===== config.mk =====
export PLATFORM = sky130hd
export DESIGN_NAME = pvs_queue
export DESIGN_NICKNAME = d
export VERILOG_FILES = /design/src/rtl/pvs_pkg.sv /design/src/rtl/pvs_queue.sv
export SDC_FILE = /design/constraint.sdc
export NUM_CORES = 1
export LEC_CHECK = 0
export ABC_AREA = 1
export BUFFER_PORTS_ARGS = -buffer_cell sky130_fd_sc_hd__buf_4
export CORE_AREA = 5 5 103 105
export CTS_CLUSTER_SIZE = 14
export DETAILED_ROUTE_END_ITERATION = 10
export DIE_AREA = 0 0 108 110
export PLACE_DENSITY = 0.77
export SLEW_MARGIN = 10
export SYNTH_ARGS = -nofsm -noshare
export SYNTH_HDL_FRONTEND = slang
export SYNTH_SLANG_ARGS = --single-unit

===== constraint.sdc =====
create_clock -name i_clk -period 3.4 [get_ports i_clk]
set_input_delay 0.17 -clock i_clk [delete_from_list [all_inputs] [get_ports i_clk]]
set_output_delay 0.17 -clock i_clk [all_outputs]
set_load 0.005 [all_outputs]

===== src/rtl/pvs_pkg.sv =====
// Package for the planar video scanout unit: frame geometry, memory sizing,
// codes and the queue transaction type. No dependencies.
`timescale 1ns / 1ps
package pvs_pkg;

    localparam int FRAME_WIDTH  = 320;
    localparam int FRAME_HEIGHT = 200;
    localparam int ADDR_BITS    = 16;

    localparam int MEM_DEPTH    = 1 << ADDR_BITS;
    localparam int NUM_PLANES   = 4;
    localparam int PLANE_W      = 2;
    localparam int BYTE_W       = 8;
    localparam int BIT_POS_W    = 3;
    localparam int COL_W        = $clog2(FRAME_WIDTH + 1);
    localparam int ROW_W        = $clog2(FRAME_HEIGHT + 1);

    localparam int WR_ADDR_W    = 16;
    localparam int SCAN_START_W = 16;
    localparam int PAL_ENTRY_W  = 6;
    localparam int PAL_HALF_W   = 48;
    localparam int PAL_W        = 2 * PAL_HALF_W;
    localparam int INDEX_W      = 4;

    localparam int CFG_INDEX_W  = 2;
    localparam int CFG_DATA_W   = 48;

    localparam int Q_DEPTH      = 4;
    localparam int Q_PTR_W      = $clog2(Q_DEPTH);
    localparam int Q_CNT_W      = $clog2(Q_DEPTH + 1);

    localparam logic [PAL_HALF_W-1:0] PAL_LOW_RESET  = 48'd32166151725120;
    localparam logic [PAL_HALF_W-1:0] PAL_HIGH_RESET = 48'd281404058349176;

    typedef enum logic {
        KIND_WRITE = 1'b0,
        KIND_TICK  = 1'b1
    } t_kind;

    typedef enum logic [CFG_INDEX_W-1:0] {
        CFG_SCAN_START   = 2'd0,
        CFG_PALETTE_LOW  = 2'd1,
        CFG_PALETTE_HIGH = 2'd2
    } t_cfg_index;

    typedef struct packed {
        t_kind                  kind;
        logic [ADDR_BITS-1:0]   addr;
        logic [PLANE_W-1:0]     plane;
        logic [BYTE_W-1:0]      data;
        logic [BIT_POS_W-1:0]   bit_sel;
        logic                   line_end;
        logic                   frame_end;
    } t_q_entry;

    typedef struct packed {
        logic empty;
        logic full;
    } t_q_status;

endpackage


===== src/rtl/pvs_queue.sv =====
// Short transaction queue between front end and back end.
// Depends on pvs_pkg.
`timescale 1ns / 1ps
module pvs_queue
    import pvs_pkg::*;
(
    input  logic      i_clk,
    input  logic      i_rst_n,
    input  logic      i_push,
    input  t_q_entry  i_entry,
    input  logic      i_pop,
    output t_q_entry  o_entry,
    output t_q_status o_status
);

    t_q_entry             r_slots [Q_DEPTH];
    logic [Q_PTR_W-1:0]   r_wr_ptr;
    logic [Q_PTR_W-1:0]   r_rd_ptr;
    logic [Q_CNT_W-1:0]   r_count;
    logic                 do_push;
    logic                 do_pop;

    assign o_status.empty = (r_count == '0);
    assign o_status.full  = (r_count == Q_CNT_W'(Q_DEPTH));
    assign do_push        = i_push && !o_status.full;
    assign do_pop         = i_pop && !o_status.empty;
    assign o_entry        = r_slots[r_rd_ptr];

    always_ff @(posedge i_clk) begin
        if (do_push) begin
            r_slots[r_wr_ptr] <= i_entry;
        end
    end

    always_ff @(posedge i_clk) begin
        if (!i_rst_n) begin
            r_wr_ptr <= '0;
            r_rd_ptr <= '0;
            r_count  <= '0;
        end else begin
            if (do_push) begin
                r_wr_ptr <= r_wr_ptr + 1'b1;
            end
            if (do_pop) begin
                r_rd_ptr <= r_rd_ptr + 1'b1;
            end
            case ({do_push, do_pop})
                2'b10:   r_count <= r_count + 1'b1;
                2'b01:   r_count <= r_count - 1'b1;
                default: r_count <= r_count;
            endcase
        end
    end

endmodule


# Word-level counts from Yosys, hierarchy flattened
# Memory sizes are Yosys's and may differ from the RTL's. A register that Yosys moved wholly into a read port is not among the register bits.
# Index checks and enable logic that the tools add are counted.
# classes
n_addsub,4
eq_ne,3
mux,5
n_reduce_logical,6
# op_table
op,n
$pmux 3 s2,1
$add 2x1->2 const B,2
$mux 2,2
$add 3x1->3 const B,1
$eq 3x3->1 const B,1
$logic_not 3->1,1
$sub 3x1->3 const B,1
$eq 2x1->1 const B,1
$eq 2x2->1 const B,1
$logic_and 1x1->1,2
$logic_not 1->1,2
$mux 1,2
$reduce_bool 2->1,1
# totals
ff_bits,7
mem_bits_rw,128
in_bits,36
output_inout_bits,34
elab_cells,22
n_memories,1
# memory_table
memory,depth,width,rd,rd_ports_with_merged_regs,write_ports,line,source
r_slots,4,32,1,1,1,pvs_queue.sv:16,t_q_entry r_slots [Q_DEPTH];

# Depth between registers and ports, before layout
# Gate-level depths: netlist of the first run.
# depth
depth_word,5
depth_mapped,13
ltp_nobuf,13

# Worst setup path before layout of the first run
# No wires, ideal clock.
# synth_timing
kind,register to register
start,reg r_wr_ptr[0]
end,"mem r_slots[2][0] (netlist name), enable pin"
setup_ns,0.421
arrival_ns,1.938
required_time_ns,2.979
slack_ns,1.041
path_stages_with_launch,5
n_path_buf,0
period_less_slack_ns,2.359
cell_sequence,dfxtp_1 -> inv_1 -> ha_1 -> inv_1 -> nor2_1
# synth_rtl
item,line,source
"start, declared",pvs_queue.sv:17,logic [Q_PTR_W-1:0] r_wr_ptr;
"start signal, assigned",pvs_queue.sv:42,r_wr_ptr <= r_wr_ptr + 1'b1;
"end, declared",pvs_queue.sv:16,
# Straight into the memory's write port.

==> impl_metrics.ini, run 1 <==
[cells_and_area]
fill_cells = 629
fin_nets = 528
drive_above_1_share_pct = 22.6
n_antenna_cell = 0
areaGrowthSynthToFinish_pct = 29.7
multi_input_area_sq_um = 1040
regArea_sq_um = 4030
fin_area_sq_um = 6840

[placement]
place_congestion = 0.714
hpwl_um = 5650
port_buffers = 69
dpl-instance-area_sq_um = 5860

[sta]
finalMaxSlewViolations = 0
max_freq_mhz = 447
finalClockSkew_ns = 0.0147
post-route-min-period_ns = 2.24
max_slew_margin_pct = 31.4
fin_crit_sh_pct = 65.8
tns_ns = 0
rsz0062_at_grt = no
hold_viol_final = 0
tightest_slew_ns = 1.03
setup_viol = 0

[floorplan]
ios = 70
core_sq_um = 9550
die_area_sq_um = 11900
die_y_um = 110
rows = 36
die_x_um = 108
start_util_pct = 55.3

[status]
status = finished, final reports clean

[worst_setup_path]
max_stage_delay_ns = 0.70
worst_path_dominant_cell_family = flip-flops
cp.arrival_ns = 2.07
slowest_stage = dfxtp_2
rrSetupSlack_ns = 1.51
cp.depth = 4
critPathKind = reg -> out
regToRegEndpoint = r_slots[2][12]
crit_top_cell = buf_4
critical_path_required_ns = 3.23
cp-end-kind = output pin
critPathBufInv = 2
cp_max_fo = 29
reg2reg_from = r_wr_ptr[0]
r2r_cells = 4
crit_end = o_entry[18]
crit_chain = buf_4 > o21ai_0 > o22ai_1 > buf_4
cp-start-kind = register

[logic_synthesis]
synthArstFlopShare_pct = 0
synth_edf_count = 128
synthDistinctLibCells = 21
netlist_instances = 379
syn_nets = 421
ys.warnings.count = 0
syn_avg_cell_area_sq_um = 13.9
synth_flop_cell = edfxtp_1
seq_area_frac_synth_pct = 76.3
netlist_area_sq_um = 5280
synth.ff_latch_count = 137

[detailed_routing]
wl_per_cell_um = 17.2
viasPerCell = 5.35
drc = 0
drtAntennaViolNets = 0
wirelength_um = 10900
vias = 3384
first_iter_violations = 274
dr.pass1.iters = 5

[clock_network]
clock-sinks = 137
cts_tree = built
htree_levels = 4
cts_buffer_depth = 2
root_buffer = clkbuf_8
cts_made_buffers = 17
postCtsSetupBuffers = 0
clkTransAtPathRegs_ns = 0.06
clk-insertion-delay-late_ns = 0.52

[grt]
overflow = 0
antenna_found_initial = 0
grt_pass1_vias = 3404
grt_pass1_wl_um = 16800
grt_start_max_net_pins = 65
grt_use_total_pct = 19.2

[flow_run]
drv_cap = 0

[power]
powerDensity_nw_per_um2 = 757
design_power_total_mw = 5.18
static-leakage-power_nw = 2.50
max-vdd-ir-drop_mv = 0.421

[worst_hold_path]
min_path_type = in -> reg
[kinds of logic (layout without fill, tap and decap cells)]
group	Yosys count	count (layout)	share of synthesized area (%)
AOI/OAI and AO/OA	103	103	10.5
adders and majority gates	6	6	1.57
buffers and inverters	39	159	4.55
DFF	137	137	76.3
and+or+nand+nor	94	94	7.09
[cells in the final DEF, fill, tap and decap left out, drive strengths merged]
master and instances:
fa 1, nand2 15, bufinv 5, clkbuf 18, nand3 5, buf 72
clkinv 4, nor2 74, ha 5, dlygate4sd3 35, a21oi 5, edfxtp 128
dfxtp 9, o21ai 66, o22ai 32, inv 24, clkinvlp 1
[registers in the layout (all words and copies together), names as in the netlist, named ones only]
register and count:
r_slots 128, r_count 3, r_rd_ptr 2, r_wr_ptr 2
[synthesized netlist by cell type, types with 2 or more instances]
| master | instances | area share, % |
|---|---|---|
| buf_6 | 9 | 1.9 |
| nand2_2 | 2 | 0.24 |
| ha_1 | 5 | 1.2 |
| o21ai_1 | 28 | 2.7 |
| nand3_1 | 5 | 0.47 |
| buf_4 | 3 | 0.43 |
| o22ai_1 | 32 | 3.8 |
| edfxtp_1 | 128 | 73 |
| o21ai_0 | 38 | 3.6 |
| buf_2 | 6 | 0.57 |
| inv_1 | 18 | 1.3 |
| a21oi_1 | 5 | 0.47 |
| dfxtp_1 | 9 | 3.4 |
| nor2_1 | 73 | 5.2 |
| nand2_1 | 12 | 0.85 |
[routing by layer]
metal,track usage [%],routed length [um]
met4,8.75,164
met1,23.3,4400
met5,0,0
met3,4.72,664
met2,32.7,5650
[what timing repair did]
| action | 4_1_cts | 5_1_grt |
|---|---|---|
| hold buffers | 35 | 0 |
| hold endpoints to repair | 137 | 0 |
| endpoints found under the setup margin | 0 | 0 |
| gates resized for setup | 0 | 0 |
[report_power, final]
group	internal, mW	switching [mW]	total [mW]
logic	0.479	0.630	1.11
registers	2.01	0.0828	2.09
clock network	1.27	0.704	1.98
[how the worst min path moves through the flow]
| stage | from | to | slack, ns | depth (start not counted) |
|---|---|---|---|---|
| 2_1_floorplan | i_entry[0] | r_slots[0][0] | 0.27 | 0 |
| 3_3_place_gp | i_entry[31] | r_slots[2][31] | 0.37 | 1 |
| 3_5_place_dp | i_entry[9] | r_slots[1][9] | 0.37 | 1 |
| 4_1_cts | i_entry[19] | r_slots[0][19] | 0.37 | 2 |
| 5_1_grt | i_entry[2] | r_slots[3][2] | 0.38 | 2 |
| 6_report | i_entry[22] | r_slots[1][22] | 0.40 | 2 |
[cell type report]
| type | count | share of cell area, % |
|---|---|---|
| repair buffers | 107 | 13.0 |
| clock inverters | 14 | 3.20 |
| clock buffers | 18 | 6.11 |
| inverters | 20 | 1.21 |
| multi-input cells | 203 | 15.2 |
| flip-flops and latches | 137 | 58.8 |
| well taps | 133 | 2.43 |
[per-stage QoR]
| step | cells | setup WS [ns] | util, % | hold WS (ns) |
|---|---|---|---|---|
| 6_report | 632 | 1.16 | 71.7 | 0.396 |
| 5_1_grt | 632 | 0.993 | 71.7 | 0.383 |
| 4_1_cts | 632 | 1.15 | 71.7 | 0.374 |
| 3_5_place_dp | 565 | 1.52 | 61.3 | 0.375 |
| 3_3_place_gp | 565 | 1.56 | 61.3 | 0.372 |
| 2_1_floorplan | 379 | 1.04 | - | 0.269 |
(Power assumes the default switching activity.)
==> inputs of run 2 (changes only) <==
--- a/config.mk
+++ b/config.mk
@@ -5,12 +5,12 @@
 export SDC_FILE = /design/constraint.sdc
 export NUM_CORES = 1
 export LEC_CHECK = 0
-export ABC_AREA = 1
+export ABC_AREA = 0
 export BUFFER_PORTS_ARGS = -buffer_cell sky130_fd_sc_hd__buf_4
-export CORE_AREA = 5 5 103 105
+export CORE_AREA = 5 5 102 104
 export CTS_CLUSTER_SIZE = 14
 export DETAILED_ROUTE_END_ITERATION = 10
-export DIE_AREA = 0 0 108 110
+export DIE_AREA = 0 0 107 109
 export PLACE_DENSITY = 0.77
 export SLEW_MARGIN = 10
 export SYNTH_ARGS = -nofsm -noshare
==> constraint.sdc (replaced) <==
create_clock -name i_clk -period 2.1 [get_ports i_clk]
set_input_delay 0.105 -clock i_clk [delete_from_list [all_inputs] [get_ports i_clk]]
set_output_delay 0.105 -clock i_clk [all_outputs]
set_load 0.005 [all_outputs]
==> run 2 against run 1 <==
Wire length fell by 16%. Design area down 0.55%. Via count down 26%. First-iteration DRC count fell by 55%. Flip-flop and latch count stayed put. Worst hold slack got worse by 0.24 ns. Register-to-register slack lost 1.4 ns. Clock power increased by 51%. Critical endpoint is now r_count[2]. Clock skew decreased by 0.0080 ns. Sequential share of layout area rose by 0.40 points. Largest power group unchanged.
==> impl_metrics.ini, run 2 <==
[status]
status = finished, final reports clean

[floorplan]
ios = 70
die_y_um = 109
start_util_pct = 54.4
core_sq_um = 9460
die_x_um = 107
rows = 36
die_area_sq_um = 11700

[detailed_routing]
first_iter_violations = 123
drc = 0
wirelength_um = 9160
dr.pass1.iters = 4
wl_per_cell_um = 19.5
drtAntennaViolNets = 0
vias = 2496
viasPerCell = 5.30

[clock_network]
clk-insertion-delay-late_ns = 0.52
htree_levels = 4
root_buffer = clkbuf_8
cts_made_buffers = 17
clock-sinks = 137
cts_buffer_depth = 2
clkTransAtPathRegs_ns = 0.06
cts_tree = built

[logic_synthesis]
yosys.area.top_type_share_pct = 74.7
syn_nets = 263
synthArstFlopShare_pct = 0
synth.ff_latch_count = 137
synth_edf_count = 128
ys.warnings.count = 0
seq_area_frac_synth_pct = 78.2
synthDistinctLibCells = 23
netlist_instances = 221
yosysMostFrequentCell = edfxtp_1
syn_avg_cell_area_sq_um = 23.3
netlist_area_sq_um = 5140
synthTopCellsByCount = edfxtp_1 (128), mux4_2 (32), dfxtp_1 (9)
yosys.area.top_type = edfxtp_1
synth.area.top_cells = edfxtp_1 (75%), mux4_2 (14%), dfxtp_1 (3.5%)
synth_flop_cell = edfxtp_1

[worst_setup_path]
cp.depth = 9
max_stage_delay_ns = 0.37
cp.arrival_ns = 2.45
crit_chain = nor3b_4 > nor2b_1 > inv_2 > ha_1 > inv_1 > fa_1 > xor2_1 > or3_1 > a21boi_1
critPathBufInv = 2
worst_path_dominant_cell_family = simple AND/OR/NAND/NOR gates
critical_path_required_ns = 2.54
slowest_stage = fa_1
cp_max_fo = 4
r2r_cells = 9
critPathKind = reg -> reg
cp-start-kind = register
cp-end-kind = register

[cells_and_area]
fin_nets = 386
regArea_sq_um = 4030
top_register = r_slots
final_common_cell = edfxtp_1
largest_reg_flops = 128
final_cells = 471
multi_input_area_sq_um = 1020
fill_cells = 580
drive_above_1_share_pct = 42.6
reg_top3 = r_slots (128), r_count (3)
n_antenna_cell = 0
areaGrowthSynthToFinish_pct = 32.3
mostFrequentLayoutCells = edfxtp_1 (128), buf_4 (74), dlygate4sd3_1 (34)

[placement]
dp_cells = 404
port_buffers = 69
place_congestion = 0.683
hpwl_um = 5190

[worst_hold_path]
min_path_type = in -> reg
hold_path_depth = 4

[grt]
antenna_found_initial = 0
grt_use_total_pct = 17.5
grt_pass1_vias = 2768
overflow = 0
grt_start_max_net_pins = 29
grt_pass1_wl_um = 14500

[sta]
post-route-min-period_ns = 2.00
finalClockSkew_ns = 0.00669
max_slew_margin_pct = 69.2
tightest_slew_ns = 0.462
max_freq_mhz = 499
setup_viol = 0
hold_viol_final = 0
finalMaxSlewViolations = 0
fin_crit_sh_pct = 95.4

[power]
max-vdd-ir-drop_mv = 0.680
powerDensity_nw_per_um2 = 1200
static-leakage-power_nw = 2.38
design_power_total_mw = 8.17

[flow_run]
drv_cap = 0
## run 2: worst paths after layout
path	startpoint	to	slack [ns]
worst max register to register	r_count[1]	r_count[2]	0.1
worst min-delay path	i_push	r_wr_ptr[0]	0.15
worst max-delay path	r_count[1]	r_count[2]	0.1
worst min register to register	r_rd_ptr[1]	register	0.48
## run 2: worst register-to-register path, stage by stage (launching register included)
cell and delay, ns:
dfxtp_2 0.35, nor3b_4 0.22, nor2b_1 0.10, inv_2 0.06, ha_1 0.18, inv_1 0.06, fa_1 0.37, xor2_1 0.16
or3_1 0.30, a21boi_1 0.15
## run 2: routing by layer
layer	global-route usage, %	wire length (um)	up-vias
li1	-	-	1153
met1	20.5	3760	1266
met2	30.1	4860	62
met3	4.56	410	15
met4	8.49	132	0
met5	0	0	-
## run 2: report_power, final
group	switching, mW	leakage, nW	internal [mW]
Sequential	0.126	1.25	3.31
Clock	1.07	0.291	1.92
Combinational	0.725	0.838	1.02
Total	1.92	2.38	6.25
## run 2: area by class of cell
type,count,share of cell area [%]
Multi-Input combinational cell,69,14.9
Sequential cell,137,59.2
Inverter,6,0.331
Clock buffer,19,6.19
Clock inverter,13,2.59
Timing Repair Buffer,113,14.6
Tap cell,114,2.10
## run 2: what timing repair did
item / in CTS / in global routing
setup buffers: 0 / 1
hold endpoints to repair: 137 / 0
endpoints found under the setup margin: 0 / 1
resized for setup: 0 / 5
hold buffers: 34 / 0
## run 2: logic make-up after synthesis
group | count (synthesis) | share of synthesized area [%]
simple gates | 20 | 2.38
mux | 34 | 14.4
compound gates | 7 | 0.778
fa+ha+maj | 6 | 1.61
xor+xnor | 2 | 0.341
flops | 137 | 78.2
buf+inv | 15 | 2.29
## run 2: metrics by stage
stage	hold slack (ns)	worst slack [ns]	setup TNS [ns]	util [%]	area (sq um)
global route	0.146	-0.00345	-0.00345	72.0	6810
CTS	0.130	0.0440	0	71.7	6790
global placement	0.306	0.178	0	61.8	5850
finish	0.155	0.0958	0	72.0	6810
floorplan	0.204	0.0866	0	-	5140
detailed placement	0.308	0.0613	0	61.8	5850
==> inputs of run 3 (changes only) <==
--- a/config.mk
+++ b/config.mk
@@ -7,11 +7,12 @@
 export LEC_CHECK = 0
 export ABC_AREA = 0
 export BUFFER_PORTS_ARGS = -buffer_cell sky130_fd_sc_hd__buf_4
-export CORE_AREA = 5 5 102 104
+export CORE_AREA = 5 5 100 102
+export CTS_BUF_LIST = sky130_fd_sc_hd__clkbuf_4
 export CTS_CLUSTER_SIZE = 14
 export DETAILED_ROUTE_END_ITERATION = 10
-export DIE_AREA = 0 0 107 109
-export PLACE_DENSITY = 0.77
+export DIE_AREA = 0 0 105 107
+export PLACE_DENSITY = 0.8
 export SLEW_MARGIN = 10
 export SYNTH_ARGS = -nofsm -noshare
 export SYNTH_HDL_FRONTEND = slang
==> run 3 against run 2 <==
First-iteration DRC count is 39% higher. Flip-flop and latch count stayed put. Sequential share of layout area is 2.4 points higher. Via count is 2.3% higher. Total power is 13% lower. Register-to-register slack better by 0.03 ns. Non-clock buffer count is 4 higher. Cell count stayed put. Critical path type unchanged. Largest cell class unchanged.
==> impl_metrics.ini, run 3 (same netlist as run 2, synthesis figures left out) <==
[clock_network]
clk-insertion-delay-late_ns = 0.48
cts_tree = built
cts_made_buffers = 17
clock-sinks = 137
root_buffer = clkbuf_4
htree_levels = 4
clkTransAtPathRegs_ns = 0.12
cts_buffer_depth = 2

[sta]
post-route-min-period_ns = 1.98
setup_viol = 0
max_freq_mhz = 506
finalMaxSlewViolations = 0
tightest_slew_ns = 0.380
finalClockSkew_ns = 0.0135
max_slew_margin_pct = 74.7
rsz0062_at_grt = no
whs_ns = 0.145
fin_crit_sh_pct = 94.1
tns_ns = 0
hold_viol_final = 0

[power]
powerDensity_nw_per_um2 = 1090
max-vdd-ir-drop_mv = 0.680
design_power_total_mw = 7.11
static-leakage-power_nw = 2.27

[cells_and_area]
drive_above_1_share_pct = 45.0
reg_top3 = r_slots (128), r_count (3)
fill_cells = 544
final_common_cell = edfxtp_1
areaGrowthSynthToFinish_pct = 27.0
n_antenna_cell = 0
fin_nets = 390
largest_reg_flops = 128
mostFrequentLayoutCells = edfxtp_1 (128), buf_4 (81), dlygate4sd3_1 (34)
top_register = r_slots

[placement]
port_buffers = 69
hpwl_um = 5400
place_congestion = 0.703

[floorplan]
core_sq_um = 9020
ios = 70
start_util_pct = 57.0
rows = 35
die_x_um = 105
die_area_sq_um = 11200
die_y_um = 107

[worst_setup_path]
slowest_stage = dfxtp_2
critPathKind = reg -> reg
cp-end-kind = register
cp.arrival_ns = 2.40
crit_chain = nor3b_4 > nor2b_2 > inv_2 > ha_2 > inv_1 > fa_2 > xor2_1 > or3_1 > a21boi_1
cp_max_fo = 4
critical_path_required_ns = 2.52
max_stage_delay_ns = 0.38
cp-start-kind = register

[grt]
grt_start_max_net_pins = 23
grt_use_total_pct = 17.2
grt_pass1_vias = 2857
overflow = 0
grt_pass1_wl_um = 14800
antenna_found_initial = 0

[detailed_routing]
viasPerCell = 5.42
first_iter_violations = 171
wirelength_um = 8970
vias = 2554
drtAntennaViolNets = 0
drc = 0
dr.pass1.iters = 4
wl_per_cell_um = 19.0

[status]
status = finished, final reports clean

[worst_hold_path]
min_path_type = in -> reg

[flow_run]
drv_cap = 0
## run 3: cell count changes in the layout (fill, tap and decap cells not counted), sizes merged
cell,change
buf,+4
clkbuf,-1
clkinv,-1
inv,+1
## run 3: layout make-up
class / instances / area (sq um) / share of cell area (%)
Clock buffer: 18 / 135 / 2.07
Clock inverter: 13 / 196 / 3.01
Inverter: 6 / 22.5 / 0.345
Multi-Input combinational cell: 69 / 1020 / 15.7
Sequential cell: 137 / 4030 / 61.7
Tap cell: 111 / 139 / 2.12
Timing Repair Buffer: 117 / 988 / 15.1
## run 3: report_power, final
group	leakage, nW	switching (mW)	total (mW)	internal, mW
Sequential	1.25	0.121	3.42	3.30
Clock	0.175	0.937	1.91	0.972
Combinational	0.849	0.749	1.78	1.04
## run 3: final timing paths
path | slack, ns | cells past startpoint | start | end
worst min-delay path | 0.14 | 4 | i_push | r_wr_ptr[0]
worst min register to register | 0.50 | 2 | r_rd_ptr[1] | register
worst max register to register | 0.12 | 9 | r_count[2] | r_count[2]
worst max-delay path | 0.12 | 9 | r_count[2] | r_count[2]
## run 3: worst max-delay path, delay by kind of cell, from the launching register on
kind / cells / cell delay, ns
and+or+nand+nor: 3 / 0.61
adders and majority gates: 2 / 0.52
DFF: 1 / 0.38
xor gates and xnor gates: 1 / 0.16
AOI/OAI and AO/OA: 1 / 0.13
buffers and inverters: 2 / 0.12
## run 3: timing repair
item                       CTS  global route
gates resized for setup      1             7
setup endpoints to repair    1             1
buffers inserted             0             2
hold endpoints to repair   137             0
hold buffers                34             0
gates cloned                 0             0
## run 3: per-stage QoR
stage	setup WS, ns	area (sq um)	util [%]	cells
final	0.124	6540	72.5	471
after CTS	0.0233	6500	72.1	469
after global placement	0.179	5830	64.6	404
after global routing	0.0112	6540	72.5	471
after floorplan	0.0866	5140	-	221
after detailed placement	0.0273	5830	64.6	404
## run 3: layer usage
| layer | routed length, um | up-vias | share of wire, % | track usage (%) |
|---|---|---|---|---|
| met5 | 0 | - | 0 | 0 |
| met1 | 3630 | 1313 | 40 | 21.5 |
| li1 | - | 1159 | - | - |
| met4 | 112 | 0 | 1.2 | 5.94 |
| met3 | 407 | 10 | 4.5 | 4.39 |
| met2 | 4820 | 72 | 54 | 29.5 |
