===== src/rtl/pvs_pkg.sv =====
// Package for the planar video scanout unit: frame geometry, memory sizing,
// codes and the queue transaction type. No dependencies.
`timescale 1ns / 1ps
package pvs_pkg;

    localparam int FRAME_WIDTH  = 320;
    localparam int FRAME_HEIGHT = 200;
    localparam int ADDR_BITS    = 16;

    localparam int MEM_DEPTH    = 1 << ADDR_BITS;
    localparam int NUM_PLANES   = 4;
    localparam int PLANE_W      = 2;
    localparam int BYTE_W       = 8;
    localparam int BIT_POS_W    = 3;
    localparam int COL_W        = $clog2(FRAME_WIDTH + 1);
    localparam int ROW_W        = $clog2(FRAME_HEIGHT + 1);

    localparam int WR_ADDR_W    = 16;
    localparam int SCAN_START_W = 16;
    localparam int PAL_ENTRY_W  = 6;
    localparam int PAL_HALF_W   = 48;
    localparam int PAL_W        = 2 * PAL_HALF_W;
    localparam int INDEX_W      = 4;

    localparam int CFG_INDEX_W  = 2;
    localparam int CFG_DATA_W   = 48;

    localparam int Q_DEPTH      = 4;
    localparam int Q_PTR_W      = $clog2(Q_DEPTH);
    localparam int Q_CNT_W      = $clog2(Q_DEPTH + 1);

    localparam logic [PAL_HALF_W-1:0] PAL_LOW_RESET  = 48'd32166151725120;
    localparam logic [PAL_HALF_W-1:0] PAL_HIGH_RESET = 48'd281404058349176;

    typedef enum logic {
        KIND_WRITE = 1'b0,
        KIND_TICK  = 1'b1
    } t_kind;

    typedef enum logic [CFG_INDEX_W-1:0] {
        CFG_SCAN_START   = 2'd0,
        CFG_PALETTE_LOW  = 2'd1,
        CFG_PALETTE_HIGH = 2'd2
    } t_cfg_index;

    typedef struct packed {
        t_kind                  kind;
        logic [ADDR_BITS-1:0]   addr;
        logic [PLANE_W-1:0]     plane;
        logic [BYTE_W-1:0]      data;
        logic [BIT_POS_W-1:0]   bit_sel;
        logic                   line_end;
        logic                   frame_end;
    } t_q_entry;

    typedef struct packed {
        logic empty;
        logic full;
    } t_q_status;

endpackage


===== src/rtl/pvs_front.sv =====
// Front end: accepts transactions, keeps the scan counters and turns each
// tick into a memory read request. Depends on pvs_pkg.
`timescale 1ns / 1ps
module pvs_front
    import pvs_pkg::*;
(
    input  logic                    i_clk,
    input  logic                    i_rst_n,
    input  logic                    i_accept,
    input  logic                    i_kind,
    input  logic [WR_ADDR_W-1:0]    i_write_address,
    input  logic [PLANE_W-1:0]      i_write_plane,
    input  logic [BYTE_W-1:0]       i_write_data,
    input  logic [SCAN_START_W-1:0] i_scan_start,
    output logic                    o_push,
    output t_q_entry                o_entry
);

    logic [ADDR_BITS-1:0] r_scan_addr, n_scan_addr;
    logic [BIT_POS_W-1:0] r_bit_pos, n_bit_pos;
    logic [COL_W-1:0]     r_col, n_col;
    logic [ROW_W-1:0]     r_row, n_row;
    logic                 last_col;
    logic                 last_row;
    logic                 is_tick;

    assign is_tick  = (t_kind'(i_kind) == KIND_TICK);
    assign last_col = (r_col == COL_W'(FRAME_WIDTH - 1));
    assign last_row = (r_row == ROW_W'(FRAME_HEIGHT - 1));

    always_comb begin
        n_scan_addr = r_scan_addr;
        n_bit_pos   = r_bit_pos;
        n_col       = r_col;
        n_row       = r_row;
        if (i_accept && is_tick) begin
            n_bit_pos = r_bit_pos + 1'b1;
            if (r_bit_pos == '1) begin
                n_scan_addr = r_scan_addr + 1'b1;
            end
            if (last_col && last_row) begin
                n_scan_addr = ADDR_BITS'(i_scan_start);
                n_bit_pos   = '0;
                n_col       = '0;
                n_row       = '0;
            end else if (last_col) begin
                n_bit_pos = '0;
                n_col     = '0;
                n_row     = r_row + 1'b1;
            end else begin
                n_col = r_col + 1'b1;
            end
        end
    end

    always_ff @(posedge i_clk) begin
        if (!i_rst_n) begin
            r_scan_addr <= ADDR_BITS'(SCAN_START_W'(0));
            r_bit_pos   <= '0;
            r_col       <= '0;
            r_row       <= '0;
        end else begin
            r_scan_addr <= n_scan_addr;
            r_bit_pos   <= n_bit_pos;
            r_col       <= n_col;
            r_row       <= n_row;
        end
    end

    always_comb begin
        o_push            = i_accept;
        o_entry.kind      = t_kind'(i_kind);
        o_entry.plane     = i_write_plane;
        o_entry.data      = i_write_data;
        o_entry.bit_sel   = BIT_POS_W'(7) - r_bit_pos;
        o_entry.line_end  = last_col;
        o_entry.frame_end = last_col && last_row;
        if (is_tick) begin
            o_entry.addr = r_scan_addr;
        end else begin
            o_entry.addr = ADDR_BITS'(i_write_address);
        end
    end

endmodule


===== config.mk =====
export PLATFORM = sky130hd
export DESIGN_NAME = pvs_front
export DESIGN_NICKNAME = d
export VERILOG_FILES = /design/src/rtl/pvs_pkg.sv /design/src/rtl/pvs_front.sv
export SDC_FILE = /design/constraint.sdc
export NUM_CORES = 1
export LEC_CHECK = 0
export BUFFER_PORTS_ARGS = -buffer_cell sky130_fd_sc_hd__buf_2
export CAP_MARGIN = 20
export CORE_MARGIN = 2
export CORE_UTILIZATION = 54
export CTS_CLUSTER_DIAMETER = 120
export DETAILED_ROUTE_END_ITERATION = 10
export GPL_TIMING_DRIVEN = 0
export PLACE_DENSITY_LB_ADDON = 0.05
export RECOVER_POWER = 50
export SETUP_SLACK_MARGIN = 0.1
export SLEW_MARGIN = 20
export SYNTH_ARGS = -nofsm -noshare
export SYNTH_HDL_FRONTEND = slang
export SYNTH_SLANG_ARGS = --single-unit

===== constraint.sdc =====
create_clock -name i_clk -period 6.8 [get_ports i_clk]
set_input_delay 1.36 -clock i_clk [delete_from_list [all_inputs] [get_ports i_clk]]
set_output_delay 1.36 -clock i_clk [all_outputs]
set_load 0.02 [all_outputs]

* Yosys cells after proc, flatten, opt, wreduce, memory -nomap -nowiden
Cells that the tools add are included.
Storage, ports and cells: bits in registers 36, latch bits 0, bits in writable memories 0, memory bits (read-only) 0, input port bits 46, output and inout bits 33, logic and storage cells 27, memories 0
Cells by class: add/subtract/negate cells 5, multiply operators 0, divide/modulo/power cells 0, $lt $le $gt $ge 0, equal/unequal tests 3, shift operators 0, muxes and demuxes 9, bitwise logic cells 0, reductions and logical operators 6
Operator list (count):
- 16-bit two-way mux | 3
- 9-bit two-way mux | 2
- 16-bit by 1-bit adder with 16-bit output (second input constant) | 1
- 8-bit two-way mux | 2
- 9-bit by 1-bit adder with 9-bit output (second input constant) | 1
- 9-bit == test (second input constant) | 1
- 8-bit by 1-bit adder with 8-bit output (second input constant) | 1
- 8-bit == test (second input constant) | 1
- 3-bit two-way mux | 2
- 2-bit AND reduction | 2
- 2-bit nonzero test | 2
- 3-bit by 1-bit adder with 3-bit output (second input constant) | 1
- 3-bit == test (second input constant) | 1
- 3-bit subtractor (first input constant) | 1
- 1-bit logical AND | 2

* Depth between registers and ports, before layout
Gate-level depths: netlist (run 1).
depth after elaboration 4, gate-level depth with buffers 11

* Least setup slack after synthesis (run 1)
Ideal clock, no wire load.
path kind input port to output port, start in i_kind, end out o_entry[20] in the netlist's numbering, arrival 2444 ps, setup slack 2996 ps, stages 3, path through clkbuf_1 -> clkbuf_1 -> mux2_2
RTL lines:
- start, declared | RTL line pvs_front.sv:10 | input logic i_kind,
- end, declared | RTL line pvs_front.sv:16 | output t_q_entry o_entry

==> qor.txt, run 1 <==
Run status: finished, final reports clean
Syn-to-layout area delta: 20.91%
RR Endpoint: r_scan_addr[14]$_SDFFE_PN0P_
Maximum net fanout on the critical path: 10
Final period demand of the worst path: 4.199 ns
Worst max-slew margin expressed relative to the limit: 43.70%
Worst path most repeated cell: sky130_fd_sc_hd__clkbuf_1
Worst slack on hold paths: 0.4714 ns
Crit Reg-Reg Startpoint: r_col[0]$_SDFFE_PN0P_
Buffer count from post-CTS setup fixing: 0
Required time of the critical path: 5.44 ns
Peak VDD IR: 97.40 uV
Finish-stage setup viols: 0
Register area share after synthesis: 31.20%
Overflow left after global routing: 0
Class of the tightest hold or removal check: register to register
Data arrival, critical path: 2.84 ns
Synthesized area per cell: 8.133 sq um
# clock sinks: 36
H-tree Lvls: 2
Share of the clock period used by the worst path: 61.75%
Number of placement rows: 23
Highest attainable clock frequency: 0.2382 GHz
Count of different cell masters after synthesis: 51
Critical path startpoint category: input pin
Most common library cells after synthesis: sky130_fd_sc_hd__dfxtp_1, sky130_fd_sc_hd__nand2_1, sky130_fd_sc_hd__nor2_1, sky130_fd_sc_hd__a21oi_1, sky130_fd_sc_hd__mux2_2
Number of nets in the layout: 408
Warning count from the yosys run: 0
Antenna violations before repair: 0
Floorplan Core Area: 4058 sq um
Number of optimization iterations in the first detailed-route pass: 4
Switching power summed over all nets: 0.1166 mW
Share of post-route cells with drive strength above 1: 31.84%
Effective utilization at floorplan: 56.92%
Synth Flop Type: sky130_fd_sc_hd__dfxtp_1
Vias after detailed routing: 2,308
Critical path buffer and inverter count: 3
Proportion of register bits with asynchronous set or reset after synthesis: 0%
Critical path type: input pin to output pin
Top-Level Pins: 79
Die outline width: 69.40 um
Biggest area contributors in the synthesized netlist: sky130_fd_sc_hd__dfxtp_1, sky130_fd_sc_hd__mux2_2, sky130_fd_sc_hd__nand2_1
Library cell contributing the largest single delay on the critical path: sky130_fd_sc_hd__clkbuf_1
CTS-repair resized insts: 0
Final ANT Viol Nets: 0
Insertion delay of the later-clocked pin in the worst-skew pair: 0.29 ns
Number of buffers on the longest clock path: 2
Clock tree from TritonCTS: yes
Cell area after technology mapping: 2310 sq um
Area of the die: 4816 sq um
CTS root buffer: sky130_fd_sc_hd__clkbuf_8
Number of enable-type register cells in the synthesized netlist: 0
Vias per cell: 5.657
Critical-path cell list: clkbuf_1, clkbuf_1, mux2_2, buf_2
Switching power share of the total: 25.24%
# port buffers: 66
Unrepaired setup endpoints after global routing: no
Endpoint, Worst Hold: r_col[1]$_SDFFE_PN0P_
Share of power burned in the clock network: 42.1%
Die outline height: 69.40 um
Maximum clock skew at final layout: 0.003505 ns
Logic depth of the worst path, buffers included: 4
Portion of synthesized cell area occupied by the leading cell type: 31.20%
Final weighted congestion of routability-driven global placement: 0.8490
Num CTS Buffers: 5
Flop2flop setup slack: 4.07 ns
Cell-internal power: 0.3455 mW
Count of inserted antenna diode cells: 0
Combinational power share: 11.7%
Static leakage: 1.114 nW
Post-cts hold buffer count: 0
Post-Syn Instances: 284
Wire length of the first global-routing pass: 9922 um
Synthesized Nets: 335
Least-Margin Pin Slew: 0.8356 ns
Top-count cell post-synth: sky130_fd_sc_hd__dfxtp_1
Cell depth of the worst hold path: 2
Max Slew Vio Count: 0
Cell family with most CP delay: buffers and inverters
Residual DRC: 0
Worst setup EP type: output pin
R2R depth: 10
Final sum of negative setup slack: 0 ns
Global-route usage over all layers: 24.79%
Max-capacitance violation count: 0
Total Wirelength: 5753 um
Register clock-pin slew on the reported worst setup and hold paths: 0.08 ns
HPWL after detailed placement: 4213 um
Number of register bits inferred by synthesis: 36
Final number of hold-violating endpoints: 0
Post-synthesis cell type with the largest combined area: sky130_fd_sc_hd__dfxtp_1
Largest net degree at the start of global routing: 13
Sequential Power Share: 46.1%
Start point of the worst hold path: r_col[1]$_SDFFE_PN0P_
Drt wl/cell: 14.10 um
Max stage delay on crit path: 0.47 ns
Power per cell area: 165.5 nW/um^2
Vias in the first global route: 2,177
DR iter-0 viols: 264
==> per-stage QoR <==
stage,utilization (%),power (mW),worst slack (ns),instance area [sq um],cells
floorplan,-,0.2522,2.996,2310,284
global placement,66.61,0.2726,2.597,2703,400
detailed placement,66.61,0.2734,2.578,2703,400
CTS,69.35,0.4638,2.584,2814,408
global route,68.83,0.4785,2.462,2793,408
finish,68.83,0.4621,2.601,2793,408
==> how the worst max path moves through the flow <==
stage           start     endpoint  slack, ns
2_1_floorplan  i_kind  o_entry[20]       3.00
3_3_place_gp   i_kind  o_entry[25]       2.60
3_5_place_dp   i_kind  o_entry[25]       2.58
4_1_cts        i_kind  o_entry[25]       2.58
5_1_grt        i_kind  o_entry[24]       2.46
6_report       i_kind  o_entry[25]       2.60
==> cell usage in the layout (no fill, tap or decap), types with 2 or more instances in the layout <==
cell type / instances
sky130_fd_sc_hd__and3_1: 3
sky130_fd_sc_hd__nor4_1: 5
sky130_fd_sc_hd__or3_1: 5
sky130_fd_sc_hd__mux2i_1: 2
sky130_fd_sc_hd__nor3b_1: 2
sky130_fd_sc_hd__nand3_1: 13
sky130_fd_sc_hd__xor2_1: 10
sky130_fd_sc_hd__inv_1: 8
sky130_fd_sc_hd__or3b_2: 2
sky130_fd_sc_hd__nor4b_1: 2
sky130_fd_sc_hd__buf_6: 2
sky130_fd_sc_hd__buf_2: 62
sky130_fd_sc_hd__buf_8: 3
sky130_fd_sc_hd__and2_1: 7
sky130_fd_sc_hd__o21ai_0: 12
sky130_fd_sc_hd__nor3_1: 8
sky130_fd_sc_hd__xnor2_1: 3
sky130_fd_sc_hd__nor2_1: 24
sky130_fd_sc_hd__o21ai_1: 2
sky130_fd_sc_hd__buf_4: 13
sky130_fd_sc_hd__a21boi_0: 2
sky130_fd_sc_hd__clkbuf_1: 12
sky130_fd_sc_hd__clkbuf_8: 5
sky130_fd_sc_hd__nand4_1: 9
sky130_fd_sc_hd__mux2_2: 16
sky130_fd_sc_hd__ha_1: 5
sky130_fd_sc_hd__nand2_1: 32
sky130_fd_sc_hd__or2_2: 2
sky130_fd_sc_hd__a21oi_1: 22
sky130_fd_sc_hd__o22ai_1: 6
sky130_fd_sc_hd__dfxtp_1: 36
sky130_fd_sc_hd__nor2b_1: 2
==> final cells by class <==
type / count / area, sq um
Clock inverter: 3 / 42.54
Fill cell: 362 / 1265
Tap cell: 50 / 62.56
Sequential cell: 36 / 720.7
Buffer: 26 / 195.2
Clock buffer: 5 / 68.82
Inverter: 9 / 38.79
Timing Repair Buffer: 66 / 325.3
Multi-Input combinational cell: 213 / 1339
==> power by group through the flow <==
| stage | clock network, mW | registers, mW | logic, mW |
|---|---|---|---|
| floorplan | 0 | 0.218 | 0.0343 |
| global placement | 0 | 0.218 | 0.0545 |
| detailed placement | 0 | 0.218 | 0.0552 |
| CTS | 0.195 | 0.213 | 0.0554 |
| global route | 0.206 | 0.213 | 0.0591 |
| finish | 0.195 | 0.213 | 0.0543 |
==> per-layer routing <==
| metal | vias to the layer above | share of wire (%) | wire length [um] | global-route usage, % |
|---|---|---|---|---|
| li1 | 1145 | - | - | - |
| met1 | 1062 | 45 | 2608 | 31.86 |
| met2 | 97 | 47 | 2720 | 41.13 |
| met3 | 4 | 6.6 | 380 | 4.360 |
| met4 | 0 | 0.75 | 43 | 9.804 |
| met5 | - | 0 | 0 | 0 |
==> cell families (layout without fill, tap and decap cells) <==
family | after synthesis | count (layout) | synth area share, %
AND/OR/NAND/NOR | 122 | 122 | 26.98
AO/OA/AOI/OAI | 55 | 55 | 14.95
flip-flops | 36 | 36 | 31.20
buffers and inverters | 35 | 109 | 10.56
multiplexers | 18 | 18 | 8.667
XOR/XNOR | 13 | 13 | 4.930
adder cells (fa/ha/maj) | 5 | 5 | 2.709
==> worst register-to-register path, delay by kind of cell, from the launching register on <==
kind	cells	cell delay, ns
AOI/OAI and AO/OA	3	0.98
buffers and inverters	3	0.70
and+or+nand+nor	3	0.40
DFF	1	0.34
adders and majority gates	1	0.25
==> registers in the layout, indices dropped and copies added, names as in the netlist <==
| signal | flops |
|---|---|
| r_bit_pos | 3 |
| r_col | 9 |
| r_row | 8 |
| r_scan_addr | 16 |
Power figures use the tool's default switching activity.
==> inputs of run 2 (changes only) <==
--- a/config.mk
+++ b/config.mk
@@ -8,7 +8,7 @@
 export BUFFER_PORTS_ARGS = -buffer_cell sky130_fd_sc_hd__buf_2
 export CAP_MARGIN = 20
 export CORE_MARGIN = 2
-export CORE_UTILIZATION = 54
+export CORE_UTILIZATION = 46
 export CTS_CLUSTER_DIAMETER = 120
 export DETAILED_ROUTE_END_ITERATION = 10
 export GPL_TIMING_DRIVEN = 0
==> constraint.sdc (replaced) <==
create_clock -name i_clk -period 3.69 [get_ports i_clk]
set_input_delay 0.738 -clock i_clk [delete_from_list [all_inputs] [get_ports i_clk]]
set_output_delay 0.738 -clock i_clk [all_outputs]
set_load 0.02 [all_outputs]
==> qor.txt, run 2 (synthesized netlist as in run 1, its figures left out) <==
Number of buffers on the longest clock path: 2
CTS root buffer: sky130_fd_sc_hd__clkbuf_8
Floorplan Core Area: 4786 sq um
Final number of hold-violating endpoints: 0
Vias per cell: 5.273
Register clock-pin slew on the reported worst setup and hold paths: 0.08 ns
Vias after detailed routing: 2,241
Data arrival, critical path: 2.43 ns
Max-capacitance violation count: 0
Effective utilization at floorplan: 48.26%
Global-route usage over all layers: 22.08%
Count of inserted antenna diode cells: 0
Die outline height: 74.86 um
Number of nets in the layout: 408
Class of the tightest hold or removal check: register to register
Static leakage: 1.075 nW
# port buffers: 66
Residual DRC: 0
Final weighted congestion of routability-driven global placement: 0.8647
Worst max-slew margin expressed relative to the limit: 54.53%
DR iter-0 viols: 124
Peak VDD IR: 163.9 uV
Die outline width: 74.86 um
Maximum net fanout on the critical path: 10
Critical path type: register to output pin
Run status: finished, final reports clean
Clock tree from TritonCTS: yes
Max Slew Vio Count: 0
# clock sinks: 36
Max stage delay on crit path: 0.42 ns
Library cell contributing the largest single delay on the critical path: sky130_fd_sc_hd__or3_1
Largest registers ranked by flip-flop count: r_scan_addr x16, r_col x9, r_row x8
Drt wl/cell: 13.49 um
Cell family with most CP delay: simple AND/OR/NAND/NOR gates
Final period demand of the worst path: 3.163 ns
Most common library cell in the layout ignoring fill and taps: sky130_fd_sc_hd__buf_2
Critical path buffer and inverter count: 5
Buffer count from post-CTS setup fixing: 0
Finish-stage setup viols: 0
Highest attainable clock frequency: 0.3161 GHz
Wire length of the first global-routing pass: 9342 um
Largest Register: r_scan_addr
Overflow left after global routing: 0
HPWL after detailed placement: 4252 um
Insertion delay of the later-clocked pin in the worst-skew pair: 0.30 ns
Worst setup EP type: output pin
Num CTS Buffers: 5
Post-cts hold buffer count: 0
Maximum clock skew at final layout: 0.009965 ns
Vias in the first global route: 1,916
H-tree Lvls: 2
Commonest non-fill, non-tap cells in the layout: sky130_fd_sc_hd__buf_2, sky130_fd_sc_hd__dfxtp_1, sky130_fd_sc_hd__nand2_1
CTS-repair resized insts: 0
Critical-path cell list: ha_1, nand4_1, or2_0, or3_1, buf_6, clkinv_4, buf_8, buf_8, buf_2
Number of optimization iterations in the first detailed-route pass: 4
Placed cells: 417
Unrepaired setup endpoints after global routing: no
Max reg flops: 16
Area of the die: 5604 sq um
Largest net degree at the start of global routing: 12
Share of post-route cells with drive strength above 1: 29.05%
Top-Level Pins: 79
Post-Layout Cell Count: 425
Antenna violations before repair: 0
Least-Margin Pin Slew: 0.6749 ns
Critical path startpoint category: register
Required time of the critical path: 2.95 ns
Total Wirelength: 5735 um
Number of placement rows: 25
Final sum of negative setup slack: 0 ns
Syn-to-layout area delta: 20.69%
Power per cell area: 284.3 nW/um^2
Final ANT Viol Nets: 0
Worst path most repeated cell: sky130_fd_sc_hd__buf_8
Share of the clock period used by the worst path: 85.72%
-- run 2: changes by cell type in the layout (fill, tap and decap cells not counted), sizes merged --
| cell | change |
|---|---|
| clkinv | -1 |
| clkbuf | +12 |
| buf | -10 |
| bufinv | -1 |
-- run 2: worst paths after layout --
| check | from | end | slack [ns] | depth (start not counted) |
|---|---|---|---|---|
| worst max-delay path | r_col[0]$_SDFFE_PN0P_ | o_entry[0] | 0.53 | 9 |
| worst min-delay path | r_col[1]$_SDFFE_PN0P_ | r_col[1]$_SDFFE_PN0P_ | 0.48 | 2 |
| worst max register to register | r_col[0]$_SDFFE_PN0P_ | r_scan_addr[5]$_SDFFE_PN0P_ | 1.10 | 9 |
| worst min register to register | r_col[1]$_SDFFE_PN0P_ | r_col[1]$_SDFFE_PN0P_ | 0.48 | 2 |
-- run 2: where the power goes --
part	internal, mW	leakage (nW)	switching [mW]	total [mW]
clock	0.152	0.0445	0.148	0.300
combinational	0.0443	0.741	0.0549	0.0992
sequential	0.391	0.290	0.00223	0.393
total	0.587	1.08	0.206	0.792
-- run 2: cell type report --
type | count | area [sq um]
clock buffers | 7 | 86.33
flip-flops and latches | 36 | 720.7
plain buffers | 26 | 196.4
repair buffers | 66 | 311.5
multi-input cells | 213 | 1343
well taps | 67 | 83.83
clock inverters | 1 | 7.507
fillers | 500 | 1998
inverters | 9 | 38.79
-- run 2: per-stage QoR --
stage,util (%),cell area (sq um),hold slack (ns),total power [mW],worst slack (ns)
global placement,56.92,2724,0.4600,0.5037,0.6957
finish,58.25,2788,0.4795,0.7925,0.5268
global route,58.25,2788,0.5026,0.8328,0.3269
floorplan,-,2310,0.4477,0.4648,1.130
detailed placement,56.92,2724,0.4678,0.5048,0.6512
CTS,58.88,2818,0.4789,0.8026,0.5840
-- run 2: routing by layer --
metal	up-vias	wire (um)	track usage [%]
li1	1146	-	-
met1	1019	2713	31.17
met2	70	2580	33.72
met3	6	375	4.953
met4	0	66	6.548
met5	-	0	0
-- run 2: worst min-delay path: stages (launching register included) --
cell and delay [ns]:
sky130_fd_sc_hd__dfxtp_1 0.33, sky130_fd_sc_hd__nand2_1 0.06, sky130_fd_sc_hd__a21oi_1 0.05
==> inputs of run 3 (changes only) <==
--- a/config.mk
+++ b/config.mk
@@ -5,6 +5,7 @@
 export SDC_FILE = /design/constraint.sdc
 export NUM_CORES = 1
 export LEC_CHECK = 0
+export ABC_AREA = 1
 export BUFFER_PORTS_ARGS = -buffer_cell sky130_fd_sc_hd__buf_2
 export CAP_MARGIN = 20
 export CORE_MARGIN = 2
==> qor.txt, run 3 <==
Number of enable-type register cells in the synthesized netlist: 0
CTS root buffer: sky130_fd_sc_hd__clkbuf_8
Proportion of register bits with asynchronous set or reset after synthesis: 0%
Number of filler cells placed in the layout: 543
Share of post-route cells with drive strength above 1: 22.00%
Max stage delay on crit path: 0.42 ns
Total power consumption of the routed design: 0.7895 mW
DR iter-0 viols: 131
Area of the die: 5986 sq um
Antenna violations before repair: 0
Simple-gate area share of the yosys netlist: 35.42%
DP Worst Slack: 1.238 ns
Critical path buffer and inverter count: 3
Share of the clock period used by the worst path: 73.42%
Critical path startpoint category: input pin
Highest attainable clock frequency: 0.3691 GHz
Post-synthesis compound-gate area fraction: 12.94%
Cell depth of the worst hold path: 2
Vias per cell: 4.850
Post-Syn Instances: 375
HPWL after detailed placement: 4695 um
Post-synthesis xor/xnor area fraction: 3.891%
Class of the tightest hold or removal check: register to register
Static leakage: 1.336 nW
Data arrival, critical path: 1.97 ns
Number of register bits inferred by synthesis: 36
Logic depth of the worst path, buffers included: 5
Unrepaired setup endpoints after global routing: no
Portion of synthesized cell area occupied by the leading cell type: 29.11%
Utilization after layout: 56.77%
Most common library cell in the layout ignoring fill and taps: sky130_fd_sc_hd__nand2_1
Count of inserted antenna diode cells: 0
Finish-stage setup viols: 0
Floorplan Core Area: 5140 sq um
Final number of hold-violating endpoints: 0
Max Slew Vio Count: 0
Most common library cells after synthesis: sky130_fd_sc_hd__nand2_1, sky130_fd_sc_hd__nor2_1, sky130_fd_sc_hd__inv_1, sky130_fd_sc_hd__dfxtp_1, sky130_fd_sc_hd__a21oi_1
Global-route usage over all layers: 20.67%
Insertion delay of the later-clocked pin in the worst-skew pair: 0.29 ns
Final ANT Viol Nets: 0
Maximum clock skew at final layout: 0.01176 ns
Worst max-slew margin expressed relative to the limit: 50.76%
Cell family with most CP delay: buffers and inverters
Residual DRC: 0
# clock sinks: 36
Number of buffers on the longest clock path: 2
Run status: finished, final reports clean
Biggest area contributors in the synthesized netlist: sky130_fd_sc_hd__dfxtp_1, sky130_fd_sc_hd__nand2_1, sky130_fd_sc_hd__nor2_1
Clock tree from TritonCTS: yes
H-tree Lvls: 2
CTS-repair resized insts: 0
Synth Flop Type: sky130_fd_sc_hd__dfxtp_1
Die outline height: 77.37 um
Num CTS Buffers: 5
Fraction of synthesized area in multiplexers: 2.729%
Synthesized Nets: 426
Number of optimization iterations in the first detailed-route pass: 4
Largest registers ranked by flip-flop count: r_scan_addr x16, r_col x9, r_row x8
Warning count from the yosys run: 0
Largest Register: r_scan_addr
Total Wirelength: 6113 um
Largest net degree at the start of global routing: 11
Final period demand of the worst path: 2.709 ns
Count of different cell masters after synthesis: 31
Vias in the first global route: 2,316
Buffer count from post-CTS setup fixing: 0
Peak VDD IR: 164.8 uV
Overflow left after global routing: 0
Critical path type: input pin to output pin
Final sum of negative setup slack: 0 ns
Vias after detailed routing: 2,522
Max-capacitance violation count: 0
Effective utilization at floorplan: 48.17%
Worst setup EP type: output pin
Die outline width: 77.37 um
Drt wl/cell: 11.76 um
Top-count cell post-synth: sky130_fd_sc_hd__nand2_1
Number of placement rows: 26
Final Cell Area: 2918 sq um
Max reg flops: 16
Commonest non-fill, non-tap cells in the layout: sky130_fd_sc_hd__nand2_1, sky130_fd_sc_hd__buf_2, sky130_fd_sc_hd__nor2_1
Adder-Cell Fraction of Synth Area: 2.527%
Worst path most repeated cell: sky130_fd_sc_hd__clkbuf_1
Power per cell area: 270.6 nW/um^2
Least-Margin Pin Slew: 0.7308 ns
Post-cts hold buffer count: 0
Post-synthesis cell type with the largest combined area: sky130_fd_sc_hd__dfxtp_1
Synthesized area per cell: 6.603 sq um
Number of nets in the layout: 500
Main combinational cell family by area after synthesis: simple AND/OR/NAND/NOR gates
Cell area after technology mapping: 2476 sq um
Critical-path cell list: clkbuf_1, clkbuf_1, nor2_1, a21oi_1, buf_2
Final setup margin: 0.9807 ns
Wire length of the first global-routing pass: 10,160 um
R2R depth: 9
Final weighted congestion of routability-driven global placement: 0.8902
Required time of the critical path: 2.95 ns
Placed instance area: 2899 sq um
# port buffers: 67
Top-Level Pins: 79
Maximum net fanout on the critical path: 10
Register area share after synthesis: 29.11%
Register clock-pin slew on the reported worst setup and hold paths: 0.07 ns
Library cell contributing the largest single delay on the critical path: sky130_fd_sc_hd__clkbuf_1
Syn-to-layout area delta: 17.84%
-- run 3: cell count changes after synthesis, moves of 6 or more --
cell	before	now
sky130_fd_sc_hd__inv_1	8	40
sky130_fd_sc_hd__mux2_2	16	6
sky130_fd_sc_hd__o22ai_1	6	0
sky130_fd_sc_hd__nand2_1	31	100
sky130_fd_sc_hd__and2_1	8	0
sky130_fd_sc_hd__nand3_1	13	25
sky130_fd_sc_hd__nor2_1	24	42
-- run 3: worst paths after layout --
check | startpoint | end | slack (ns)
worst max-delay path | i_kind | o_entry[26] | 0.98
worst min-delay path | r_col[4]$_SDFFE_PN0P_ | r_col[4]$_SDFFE_PN0P_ | 0.47
worst max register to register | r_row[0]$_SDFFE_PN0P_ | r_scan_addr[9]$_SDFFE_PN0P_ | 1.44
worst min register to register | r_col[4]$_SDFFE_PN0P_ | r_col[4]$_SDFFE_PN0P_ | 0.47
-- run 3: cell families after synthesis --
family	count (synthesis)
xor+xnor	11
buf+inv	68
compound gates	56
fa+ha+maj	5
flops	36
mux	6
simple gates	193
-- run 3: metrics by stage --
stage | cells | hold WS [ns]
after global placement | 512 | 0.4541
after floorplan | 375 | 0.4371
final | 520 | 0.4721
after detailed placement | 512 | 0.4642
after CTS | 520 | 0.4751
after global routing | 520 | 0.5062
-- run 3: area by class of cell --
cell class / count / area [sq um] / share of cell area [%]
Inverter: 44 / 165.2 / 5.660
Multi-Input combinational cell: 271 / 1375 / 47.13
Sequential cell: 36 / 720.7 / 24.70
Tap cell: 70 / 87.58 / 3.002
Buffer: 24 / 161.4 / 5.532
Timing Repair Buffer: 67 / 317.8 / 10.89
Clock buffer: 8 / 90.09 / 3.087
-- run 3: routing by layer --
layer  track usage [%]  up-vias  routed length [um]
met2             37.13       63                2968
met5                 0        -                   0
li1                  -     1328                   -
met1             26.03     1127                2807
met3             3.372        4                 302
met4             4.286        0                  35
-- run 3: report_power, final --
part	switching, mW	internal (mW)
sequential	0.00168	0.391
combinational	0.0608	0.0426
clock	0.141	0.152
total	0.204	0.586
-- run 3: tightest hold or removal path: cells and delay by family, from the launching register on --
family             cells  cell delay (ns)
DFF                    1             0.33
and+or+nand+nor        1             0.07
AOI/OAI and AO/OA      1             0.04
